File: config.mk
export PLATFORM = sky130hd
export DESIGN_NAME = rgb565_to_mono_dither_pack_top
export DESIGN_NICKNAME = d
export VERILOG_FILES = /design/src/sv/rgbmono_pkg.sv /design/src/sv/rgbmono_ram.sv /design/src/sv/rgbmono_fs.sv /design/src/sv/rgb565_to_mono_dither_pack_top.sv
export SDC_FILE = /design/constraint.sdc
export NUM_CORES = 2
export LEC_CHECK = 0
export BUFFER_PORTS_ARGS = -buffer_cell sky130_fd_sc_hd__buf_4
export CORE_MARGIN = 3
export CORE_UTILIZATION = 60
export DETAILED_ROUTE_END_ITERATION = 10
export PLACE_DENSITY_LB_ADDON = 0.08
export SYNTH_ARGS = -nofsm -noshare
export SYNTH_HDL_FRONTEND = slang
export SYNTH_HIERARCHICAL = 1
export SYNTH_SLANG_ARGS = --single-unit
File: constraint.sdc
create_clock -name clk -period 35.8 [get_ports clk]
set_input_delay 7.16 -clock clk [delete_from_list [all_inputs] [get_ports clk]]
set_output_delay 7.16 -clock clk [all_outputs]
set_load 0.01 [all_outputs]
File: src/sv/rgbmono_pkg.sv
// Shared types, constants and functions of the RGB565 to mono converter.
package rgbmono_pkg;

	localparam int CFG_ADDR_W = 1;
	localparam int CFG_DATA_W = 8;
	localparam int ERR_W = 10;
	localparam int BIDX_W = 10;

	localparam logic [CFG_ADDR_W-1:0] REG_DITHER_ENABLE = 1'd0;
	localparam logic [CFG_ADDR_W-1:0] REG_GRAY_THRESHOLD = 1'd1;

	localparam logic [7:0] GRAY_THRESHOLD_RST = 8'd128;
	localparam logic [7:0] WHITE_LEVEL = 8'd255;

	// Per-pixel context handed from the stream control to the diffusion unit.
	typedef struct packed {
		logic [7:0] gray;
		logic       col_first;
		logic       col_last;
		logic       row_first;
	} pix_ctx_t;

	// Gray level (21*R + 42*G + 11*B) >> 2, saturated at full white.
	function automatic logic [7:0] rgb565_gray(input logic [15:0] pix);
		logic [11:0] sum;
		sum = 12'(pix[15:11]) * 12'd21 + 12'(pix[10:5]) * 12'd42 + 12'(pix[4:0]) * 12'd11;
		if (sum[11:10] != 2'b00) begin
			return WHITE_LEVEL;
		end
		return sum[9:2];
	endfunction

	// Signed division by sixteen, rounding toward zero.
	function automatic logic [ERR_W-1:0] div16(input logic signed [11:0] v);
		logic signed [11:0] adj;
		adj = v[11] ? (v + 12'sd15) : v;
		return {{(ERR_W-8){adj[11]}}, adj[11:4]};
	endfunction

endpackage

File: src/sv/rgbmono_ram.sv
// Generic simple dual-port RAM with one write port and a registered read port.
module rgbmono_ram #(
	parameter int WIDTH = 10,
	parameter int DEPTH = 128,
	localparam int AW = (DEPTH > 1) ? $clog2(DEPTH) : 1
) (
	input  logic             clk,
	input  logic             we,
	input  logic [AW-1:0]    waddr,
	input  logic [WIDTH-1:0] wdata,
	input  logic             re,
	input  logic [AW-1:0]    raddr,
	output logic [WIDTH-1:0] rdata
);

	logic [WIDTH-1:0] mem [DEPTH];
	logic [WIDTH-1:0] rdata_q;

	always_ff @(posedge clk) begin
		if (we) begin
			mem[waddr] <= wdata;
		end
		if (re) begin
			rdata_q <= mem[raddr];
		end
	end

	assign rdata = rdata_q;

endmodule

File: src/sv/rgbmono_fs.sv
// Floyd-Steinberg error diffusion step with its short feedback registers.
module rgbmono_fs
	import rgbmono_pkg::*;
(
	input  logic             clk,
	input  logic             arst_n,
	input  logic             advance,
	input  pix_ctx_t         ctx,
	input  logic             dither_enable,
	input  logic [7:0]       gray_threshold,
	input  logic [ERR_W-1:0] row_rdata,
	output logic             white,
	output logic [ERR_W-1:0] row_wdata
);

	// c7_q: right-hand share of the previous pixel. c1_q: its below-right share.
	// part_q: partial sum for the next-row entry under the current pixel.
	// tail_q: the next-row entry under the last column, which has no RAM slot.
	logic [ERR_W-1:0] c7_q, c1_q, part_q, tail_q;

	logic [ERR_W-1:0]   cur_base, cur_err, part_next;
	logic signed [10:0] corr;
	logic [7:0]         corr_c, level;
	logic signed [8:0]  err;
	logic signed [11:0] err_x, e7, e5, e3;
	logic [ERR_W-1:0]   c7, c5, c3, c1;

	always_comb begin
		cur_base = ctx.row_first ? '0 : (ctx.col_last ? tail_q : row_rdata);
		cur_err = cur_base + (ctx.col_first ? '0 : c7_q);
		corr = signed'({3'b000, ctx.gray}) + signed'({cur_err[ERR_W-1], cur_err});
		if (corr[10]) begin
			corr_c = 8'd0;
		end else if (corr[9:8] != 2'b00) begin
			corr_c = WHITE_LEVEL;
		end else begin
			corr_c = corr[7:0];
		end
		level = dither_enable ? corr_c : ctx.gray;
		white = (level >= gray_threshold);
		// With dithering off nothing is diffused.
		err = dither_enable ? (signed'({1'b0, corr_c}) - (white ? 9'sd255 : 9'sd0)) : 9'sd0;
		err_x = {{3{err[8]}}, err};
		e7 = err_x * 12'sd7;
		e5 = err_x * 12'sd5;
		e3 = err_x * 12'sd3;
		c7 = div16(e7);
		c5 = div16(e5);
		c3 = div16(e3);
		c1 = div16(err_x);
		row_wdata = (ctx.col_first ? '0 : part_q) + c3;
		part_next = (ctx.col_first ? '0 : c1_q) + c5;
	end

	always_ff @(posedge clk or negedge arst_n) begin
		if (!arst_n) begin
			c7_q <= '0;
			c1_q <= '0;
			part_q <= '0;
			tail_q <= '0;
		end else if (advance) begin
			c7_q <= c7;
			c1_q <= c1;
			part_q <= part_next;
			if (ctx.col_last) begin
				tail_q <= part_next;
			end
		end
	end

endmodule

File: src/sv/rgb565_to_mono_dither_pack_top.sv
// RGB565 to monochrome converter with optional error diffusion and XBM byte packing.
//
// Takes one RGB565 pixel per clock in raster order, unless a low m_tready holds
// the output, and returns one XBM byte (eight pixels, leftmost in bit 0) with
// its position after every eighth pixel and at the end of each row; tlast marks
// the last byte of the frame. A pixel waits in the input register and a finished
// byte is then written to the result register. Neither the error feedback to the
// right neighbor, which closes through one register, nor the error row of the
// line below, kept in a RAM of IMAGE_WIDTH words read one column ahead, slows
// the input. No clearing pass is needed after reset: the first row of each frame
// ignores the stored errors and every later row reads only what the row above
// wrote. Configuration should be written only while no pixel is in flight.
module rgb565_to_mono_dither_pack_top
	import rgbmono_pkg::*;
#(
	parameter int IMAGE_WIDTH = 128,
	parameter int IMAGE_HEIGHT = 64
) (
	input  logic                  clk,
	input  logic                  arst_n,
	input  logic                  s_tvalid,
	output logic                  s_tready,
	input  logic [15:0]           s_tdata,    // pixel_rgb565
	output logic                  m_tvalid,
	input  logic                  m_tready,
	output logic [23:0]           m_tdata,    // packed byte, byte position, zero fill
	output logic                  m_tlast,    // frame_end
	input  logic                  cfg_valid,
	output logic                  cfg_ready,
	input  logic [CFG_ADDR_W-1:0] cfg_addr,
	input  logic [CFG_DATA_W-1:0] cfg_data
);

	localparam int COL_W = $clog2(IMAGE_WIDTH);
	localparam int ROW_W = (IMAGE_HEIGHT > 1) ? $clog2(IMAGE_HEIGHT) : 1;
	localparam int PIX_W = BIDX_W + 3;
	localparam int LAST_PIX = IMAGE_WIDTH * IMAGE_HEIGHT - 1;
	localparam logic [COL_W-1:0] COL_LAST = COL_W'(IMAGE_WIDTH - 1);
	localparam logic [ROW_W-1:0] ROW_LAST = ROW_W'(IMAGE_HEIGHT - 1);
	localparam logic [BIDX_W-1:0] LAST_BIDX = BIDX_W'(LAST_PIX / 8);

	// Configuration registers
	logic       dither_q;
	logic [7:0] threshold_q;

	assign cfg_ready = 1'b1;

	always_ff @(posedge clk or negedge arst_n) begin
		if (!arst_n) begin
			dither_q <= 1'b0;
			threshold_q <= GRAY_THRESHOLD_RST;
		end else if (cfg_valid && cfg_ready) begin
			unique case (cfg_addr)
				REG_DITHER_ENABLE:  dither_q <= cfg_data[0];
				REG_GRAY_THRESHOLD: threshold_q <= cfg_data[7:0];
				default: ;
			endcase
		end
	end

	// Raster position of the next pixel to be accepted
	logic [COL_W-1:0] col_q;
	logic [ROW_W-1:0] row_q;
	logic [PIX_W-1:0] pix_q;
	logic             in_col_last, in_row_last, s_accept;

	assign in_col_last = (col_q == COL_LAST);
	assign in_row_last = (row_q == ROW_LAST);
	assign s_accept = s_tvalid && s_tready;

	always_ff @(posedge clk or negedge arst_n) begin
		if (!arst_n) begin
			col_q <= '0;
			row_q <= '0;
			pix_q <= '0;
		end else if (s_accept) begin
			if (in_col_last) begin
				col_q <= '0;
				row_q <= in_row_last ? '0 : row_q + 1'b1;
			end else begin
				col_q <= col_q + 1'b1;
			end
			pix_q <= (in_col_last && in_row_last) ? '0 : pix_q + 1'b1;
		end
	end

	// Input register
	logic              s1_valid;
	pix_ctx_t          ctx_s1;
	logic [COL_W-1:0]  col_s1;
	logic              row_last_s1;
	logic [BIDX_W-1:0] bidx_s1;
	logic              emit_s1, advance;
	logic              m_valid_q;

	assign emit_s1 = (col_s1[2:0] == 3'b111) || ctx_s1.col_last;
	assign advance = s1_valid && (!emit_s1 || !m_valid_q || m_tready);
	assign s_tready = !s1_valid || advance;

	always_ff @(posedge clk or negedge arst_n) begin
		if (!arst_n) begin
			s1_valid <= 1'b0;
		end else if (s_tready) begin
			s1_valid <= s_tvalid;
		end
	end

	always_ff @(posedge clk) begin
		if (s_accept) begin
			ctx_s1.gray <= rgb565_gray(s_tdata);
			ctx_s1.col_first <= (col_q == '0);
			ctx_s1.col_last <= in_col_last;
			ctx_s1.row_first <= (row_q == '0);
			col_s1 <= col_q;
			row_last_s1 <= in_row_last;
			bidx_s1 <= pix_q[PIX_W-1:3];
		end
	end

	// Error row of the line below: entry x is written by pixel x and read back
	// one row later while the pixel to its left enters.
	logic [COL_W-1:0] ram_raddr;
	logic [ERR_W-1:0] ram_rdata, ram_wdata;
	logic             white;

	assign ram_raddr = in_col_last ? '0 : col_q + 1'b1;

	rgbmono_ram #(
		.WIDTH(ERR_W),
		.DEPTH(IMAGE_WIDTH)
	) u_err_row (
		.clk  (clk),
		.we   (advance),
		.waddr(col_s1),
		.wdata(ram_wdata),
		.re   (s_accept),
		.raddr(ram_raddr),
		.rdata(ram_rdata)
	);

	rgbmono_fs u_fs (
		.clk           (clk),
		.arst_n        (arst_n),
		.advance       (advance),
		.ctx           (ctx_s1),
		.dither_enable (dither_q),
		.gray_threshold(threshold_q),
		.row_rdata     (ram_rdata),
		.white         (white),
		.row_wdata     (ram_wdata)
	);

	// Bit packing and result register
	logic [7:0]        bits_q, bits_next;
	logic [7:0]        packed_q;
	logic [BIDX_W-1:0] bidx_q;
	logic              last_q;

	assign bits_next = bits_q | (8'(white) << col_s1[2:0]);

	always_ff @(posedge clk or negedge arst_n) begin
		if (!arst_n) begin
			bits_q <= '0;
			m_valid_q <= 1'b0;
		end else begin
			if (advance) begin
				bits_q <= emit_s1 ? '0 : bits_next;
			end
			if (advance && emit_s1) begin
				m_valid_q <= 1'b1;
			end else if (m_tready) begin
				m_valid_q <= 1'b0;
			end
		end
	end

	always_ff @(posedge clk) begin
		if (advance && emit_s1) begin
			packed_q <= bits_next;
			bidx_q <= bidx_s1;
			last_q <= ctx_s1.col_last && row_last_s1;
		end
	end

	assign m_tvalid = m_valid_q;
	assign m_tdata = {6'b0, bidx_q, packed_q};
	assign m_tlast = last_q;

`ifndef SYNTH
	a_frame_wrap: assert property (@(posedge clk) disable iff (!arst_n)
		s_accept && in_col_last && in_row_last |=> col_q == '0 && row_q == '0 && pix_q == '0)
		else $error("raster counters did not return to zero after the last pixel");

	a_last_index: assert property (@(posedge clk) disable iff (!arst_n)
		m_tvalid && m_tlast |-> m_tdata[17:8] == LAST_BIDX)
		else $error("frame end word carries the wrong byte index");

	a_ram_no_clash: assert property (@(posedge clk) disable iff (!arst_n)
		s_accept && advance |-> ram_raddr != col_s1)
		else $error("error row read and write hit the same entry");

	a_take_when_free: assert property (@(posedge clk) disable iff (!arst_n)
		!m_valid_q |-> s_tready)
		else $error("input stalled while the result register is empty");
`endif

endmodule

==> impl_metrics.xml <==
<?xml version="1.0" encoding="UTF-8"?>
<metrics>
  <group name="grt">
    <metric name="grt_pass1_vias" unit="">31400</metric>
    <metric name="globalRoute.totalOverflow" unit="">0</metric>
    <metric name="initial_antenna_violation_count" unit="">1</metric>
    <metric name="grt_max_degree" unit="">123</metric>
    <metric name="groute.usage.overall" unit="%">26.3</metric>
    <metric name="wire_length_of_the_first_global_routing_pass" unit="um">201000</metric>
  </group>
  <group name="placed_design">
    <metric name="hpwlAfterDp" unit="um">85800</metric>
    <metric name="gp_congestion" unit="">0.849</metric>
    <metric name="port_buffers" unit="">50</metric>
  </group>
  <group name="timing">
    <metric name="rsz0062_at_grt" unit="">no</metric>
    <metric name="finClkSkew" unit="ns">0.0329</metric>
    <metric name="final_max_slew_violation_count" unit="">0</metric>
    <metric name="fin_crit" unit="ns">15.15</metric>
    <metric name="fmaxAchievable" unit="MHz">66.0</metric>
    <metric name="worst_hold_slack" unit="ns">0.418</metric>
    <metric name="finalSetupViolations" unit="">0</metric>
    <metric name="layout_worst_path_cycle_share" unit="%">42.3</metric>
    <metric name="setup_total_negative_slack" unit="ns">0</metric>
    <metric name="relSlewSlack" unit="%">11.3</metric>
    <metric name="worst-slew-pin-transition" unit="ns">1.33</metric>
    <metric name="hold_viol_final" unit="">0</metric>
  </group>
  <group name="setup_path">
    <metric name="startpoint_of_the_worst_slack_reg_to_reg_timing_path" unit="">ctx_s1[1]</metric>
    <metric name="r2r_setup_slack" unit="ns">21.26</metric>
    <metric name="timing.critical_path.required" unit="ns">28.64</metric>
    <metric name="cpLargestDelayFamily" unit="">simple AND/OR/NAND/NOR gates</metric>
    <metric name="path_cells" unit="">buf_4 &gt; nand2b_1 &gt; or3_1 &gt; buf_4</metric>
    <metric name="critPathMaxStageDelay" unit="ns">0.36</metric>
    <metric name="critical_path.most_common_cell" unit="">sky130_fd_sc_hd__buf_4</metric>
    <metric name="worst-path-max-fanout" unit="">5</metric>
    <metric name="worst-setup-path-type" unit="">input port to output pin</metric>
    <metric name="worst-path-buf-inv" unit="">2</metric>
    <metric name="cp.depth" unit="">4</metric>
    <metric name="worst_ep_arrival_time" unit="ns">7.99</metric>
    <metric name="rr_worst_depth" unit="">52</metric>
    <metric name="crit_slowest_cell" unit="">sky130_fd_sc_hd__or3_1</metric>
    <metric name="critical_path.startpoint_type" unit="">input port</metric>
    <metric name="cp-end-kind" unit="">output pin</metric>
    <metric name="reg2reg_to" unit="">u_err_row/mem[75][8]</metric>
    <metric name="worstSetupStartpoint" unit="">m_tready</metric>
  </group>
  <group name="logic_synthesis">
    <metric name="syn_area_per_cell" unit="um^2">19.2</metric>
    <metric name="synthesis.area" unit="mm^2">0.0607</metric>
    <metric name="post_synthesis_mux_area_share" unit="%">16.4</metric>
    <metric name="share_of_the_synthesized_area_in_compound_gates_ao_oa_aoi_oai" unit="%">2.96</metric>
    <metric name="synth-main-ff-cell" unit="">sky130_fd_sc_hd__edfxtp_1</metric>
    <metric name="synth_seq_cells" unit="">1417</metric>
    <metric name="yosys.area_share.simple" unit="%">3.68</metric>
    <metric name="share_of_synthesized_area_occupied_by_flip_flops_and_latches" unit="%">69.5</metric>
    <metric name="adder_cell_area_share_of_the_yosys_netlist" unit="%">4.36</metric>
    <metric name="number_of_flops_mapped_to_enable_cells_by_yosys" unit="">1338</metric>
    <metric name="synth_warnings" unit="">6</metric>
    <metric name="yosysUniqueCellTypes" unit="">87</metric>
    <metric name="post_synth_xor_area_fraction" unit="%">1.37</metric>
    <metric name="postSynth.asyncResetShare" unit="%">5.58</metric>
    <metric name="largest_family_of_logic_cells_by_synthesized_area" unit="">multiplexers</metric>
    <metric name="postSynthCellCount" unit="">3159</metric>
  </group>
  <group name="finish">
    <metric name="layout.nets" unit="">3511</metric>
    <metric name="n_antenna_cell" unit="">0</metric>
    <metric name="n_fill_cell" unit="">6417</metric>
    <metric name="drive_gt1_share" unit="%">24.2</metric>
    <metric name="synthToLayoutAreaGrowth" unit="%">10.9</metric>
  </group>
  <group name="hold_path">
    <metric name="whs_endpoint" unit="">bidx_q[6]</metric>
    <metric name="tightest_hold_check_type" unit="">flip-flop to flip-flop</metric>
    <metric name="holdCritStartpoint" unit="">bidx_s1[6]</metric>
    <metric name="min_delay_path_depth" unit="">0</metric>
  </group>
  <group name="cts">
    <metric name="cts.reportedPaths.clkPinSlew" unit="ns">0.06</metric>
    <metric name="ctsHtreeMaxLevel" unit="">4</metric>
    <metric name="cts.root.buffer_cell" unit="">sky130_fd_sc_hd__clkbuf_16</metric>
    <metric name="holdBufCountCts" unit="">0</metric>
    <metric name="clk_latency" unit="ns">0.75</metric>
    <metric name="postCtsSetupRepairBufs" unit="">0</metric>
    <metric name="cts_max_path_buffers" unit="">3</metric>
    <metric name="cts_repair_resize_count" unit="">0</metric>
    <metric name="cts_sinks" unit="">1417</metric>
    <metric name="clock_buffers_created_by_tritoncts" unit="">142</metric>
    <metric name="tritoncts" unit="">yes</metric>
  </group>
  <group name="floorplan">
    <metric name="floorplan.die.height" unit="um">324</metric>
    <metric name="die_area" unit="mm^2">0.105</metric>
    <metric name="chipWidth" unit="um">324</metric>
    <metric name="pin_count" unit="">58</metric>
    <metric name="rows" unit="">116</metric>
    <metric name="initial_utilization" unit="%">60.6</metric>
    <metric name="placeableCoreArea" unit="mm^2">0.100</metric>
  </group>
  <group name="routing">
    <metric name="detail_route.first_pass.iterations" unit="">5</metric>
    <metric name="drc" unit="">0</metric>
    <metric name="via_per_inst" unit="">6.46</metric>
    <metric name="drt-wirelength-per-cell" unit="um">28.4</metric>
    <metric name="routed-via-count" unit="">30400</metric>
    <metric name="final_antenna_net_count" unit="">0</metric>
    <metric name="drt-initial-drc-count" unit="">3122</metric>
    <metric name="drt-total-wl" unit="um">134000</metric>
  </group>
  <group name="run_status">
    <metric name="status" unit="">completed</metric>
  </group>
  <group name="run">
    <metric name="cap_viol_max_count" unit="">0</metric>
  </group>
</metrics>
==> cell type report <==
cell class / count / area (um^2) / area share [%]
tap: 1298 / 1620 / 2.41
clock buffer: 187 / 3840 / 5.70
timing repair buffer: 117 / 891 / 1.32
multi-input combinational: 1493 / 17700 / 26.3
inverter: 120 / 450 / 0.669
sequential: 1417 / 42200 / 62.6
clock inverter: 74 / 669 / 0.995
==> worst max path at each step <==
stage	slack, ns	endpoint
after global placement	20.68	s_tready
after CTS	20.65	s_tready
after floorplan	20.93	s_tready
after detailed placement	20.65	s_tready
final	20.65	s_tready
after global routing	19.97	u_err_row/mem[28][9]
==> logic make-up (layout without fill, tap and decap cells) <==
kind of cell	after synthesis	in the layout
mux	467	467
simple gates	472	472
xor+xnor	93	93
other cells	2	7
flops	1417	1417
buf+inv	254	498
fa+ha+maj	190	190
compound gates	264	264
==> flip-flops by register name, summed over array words and instances (netlist names), 6 cells and up <==
name             count
threshold_q          8
u_err_row/rdata     10
u_fs/c7_q            8
bidx_s1             10
ctx_s1              11
packed_q             8
u_err_row/mem     1280
bidx_q              10
col_s1               7
row_q                6
u_fs/tail_q         10
pix_q               13
u_fs/part_q         10
bits_q               8
u_fs/c1_q            6
col_q                7
==> routing by layer <==
layer	up-vias	global-route usage (%)	routed length, um
li1	13000	-	-
met1	16100	37.0	53600
met2	1133	42.6	66800
met3	196	4.73	9320
met4	0	8.89	3980
met5	-	0	0
==> per-stage QoR <==
step	area (um^2)	setup WS [ns]	std cells	utilization, %
3_3_place_gp	62800	20.68	4445	62.7
3_5_place_dp	62800	20.65	4445	62.7
6_report	67300	20.65	4706	67.2
2_1_floorplan	60700	20.93	3164	-
4_1_cts	67300	20.65	4706	67.2
5_1_grt	67300	19.97	4706	67.2
==> Yosys cell counts (4+ instances only) <==
library cell,n,area [um^2]
sky130_fd_sc_hd__a211oi_1,8,60.1
sky130_fd_sc_hd__a21boi_0,4,30.0
sky130_fd_sc_hd__a21o_1,37,278
sky130_fd_sc_hd__a21oi_1,69,345
sky130_fd_sc_hd__a31oi_1,16,100
sky130_fd_sc_hd__and2_1,13,81.3
sky130_fd_sc_hd__and3_1,4,25.0
sky130_fd_sc_hd__buf_1,6,22.5
sky130_fd_sc_hd__buf_2,34,170
sky130_fd_sc_hd__buf_4,8,60.1
sky130_fd_sc_hd__clkbuf_1,85,319
sky130_fd_sc_hd__dfrtp_1,78,1950
sky130_fd_sc_hd__edfxtp_1,1338,40200
sky130_fd_sc_hd__fa_1,36,721
sky130_fd_sc_hd__ha_1,154,1930
sky130_fd_sc_hd__inv_1,118,443
sky130_fd_sc_hd__mux2_2,36,405
sky130_fd_sc_hd__mux2i_1,11,110
sky130_fd_sc_hd__mux4_2,420,9460
sky130_fd_sc_hd__nand2_1,68,255
sky130_fd_sc_hd__nand2b_1,16,100
sky130_fd_sc_hd__nand3_1,37,185
sky130_fd_sc_hd__nand4_1,8,50.1
sky130_fd_sc_hd__nor2_1,209,785
sky130_fd_sc_hd__nor2b_1,46,288
sky130_fd_sc_hd__nor3_1,29,145
sky130_fd_sc_hd__nor3b_1,7,52.6
sky130_fd_sc_hd__nor4_1,6,37.5
sky130_fd_sc_hd__o211ai_1,4,30.0
sky130_fd_sc_hd__o21a_1,9,67.6
sky130_fd_sc_hd__o21ai_0,36,180
sky130_fd_sc_hd__o21ai_1,10,50.1
sky130_fd_sc_hd__o21bai_1,15,113
sky130_fd_sc_hd__o31a_1,4,35.0
sky130_fd_sc_hd__o31ai_1,13,97.6
sky130_fd_sc_hd__o41ai_1,6,52.6
sky130_fd_sc_hd__or3_1,9,56.3
sky130_fd_sc_hd__xnor2_1,58,508
sky130_fd_sc_hd__xor2_1,34,298
==> layout by cell type, fill, tap and decap left out, types with 6 or more instances in the layout <==
cell / instances
sky130_fd_sc_hd__a21o_1: 37
sky130_fd_sc_hd__mux4_2: 420
sky130_fd_sc_hd__conb_1: 7
sky130_fd_sc_hd__nand2b_1: 16
sky130_fd_sc_hd__o21bai_1: 15
sky130_fd_sc_hd__mux2i_1: 11
sky130_fd_sc_hd__nor2_1: 206
sky130_fd_sc_hd__o41ai_1: 6
sky130_fd_sc_hd__bufinv_16: 8
sky130_fd_sc_hd__nand3_1: 37
sky130_fd_sc_hd__nor4_1: 6
sky130_fd_sc_hd__o31ai_1: 13
sky130_fd_sc_hd__xnor2_1: 52
sky130_fd_sc_hd__buf_4: 116
sky130_fd_sc_hd__o21ai_1: 10
sky130_fd_sc_hd__edfxtp_1: 1338
sky130_fd_sc_hd__inv_6: 6
sky130_fd_sc_hd__xnor2_2: 6
sky130_fd_sc_hd__mux2_2: 36
sky130_fd_sc_hd__a211oi_1: 8
sky130_fd_sc_hd__a21oi_1: 69
sky130_fd_sc_hd__o21a_1: 9
sky130_fd_sc_hd__nand2_1: 68
sky130_fd_sc_hd__a31oi_1: 16
sky130_fd_sc_hd__xor2_1: 30
sky130_fd_sc_hd__nor3_1: 29
sky130_fd_sc_hd__o21ai_0: 36
sky130_fd_sc_hd__inv_1: 117
sky130_fd_sc_hd__dfrtp_1: 78
sky130_fd_sc_hd__clkinv_1: 21
sky130_fd_sc_hd__clkbuf_16: 146
sky130_fd_sc_hd__or3_1: 9
sky130_fd_sc_hd__nand4_1: 8
sky130_fd_sc_hd__and2_1: 13
sky130_fd_sc_hd__clkinv_2: 27
sky130_fd_sc_hd__nor2b_1: 44
sky130_fd_sc_hd__ha_1: 153
sky130_fd_sc_hd__clkbuf_1: 38
sky130_fd_sc_hd__fa_1: 35
sky130_fd_sc_hd__nor3b_1: 7
Power is not shown: default switching activity piles up to over one toggle a cycle in this logic, so the estimate is an artifact.
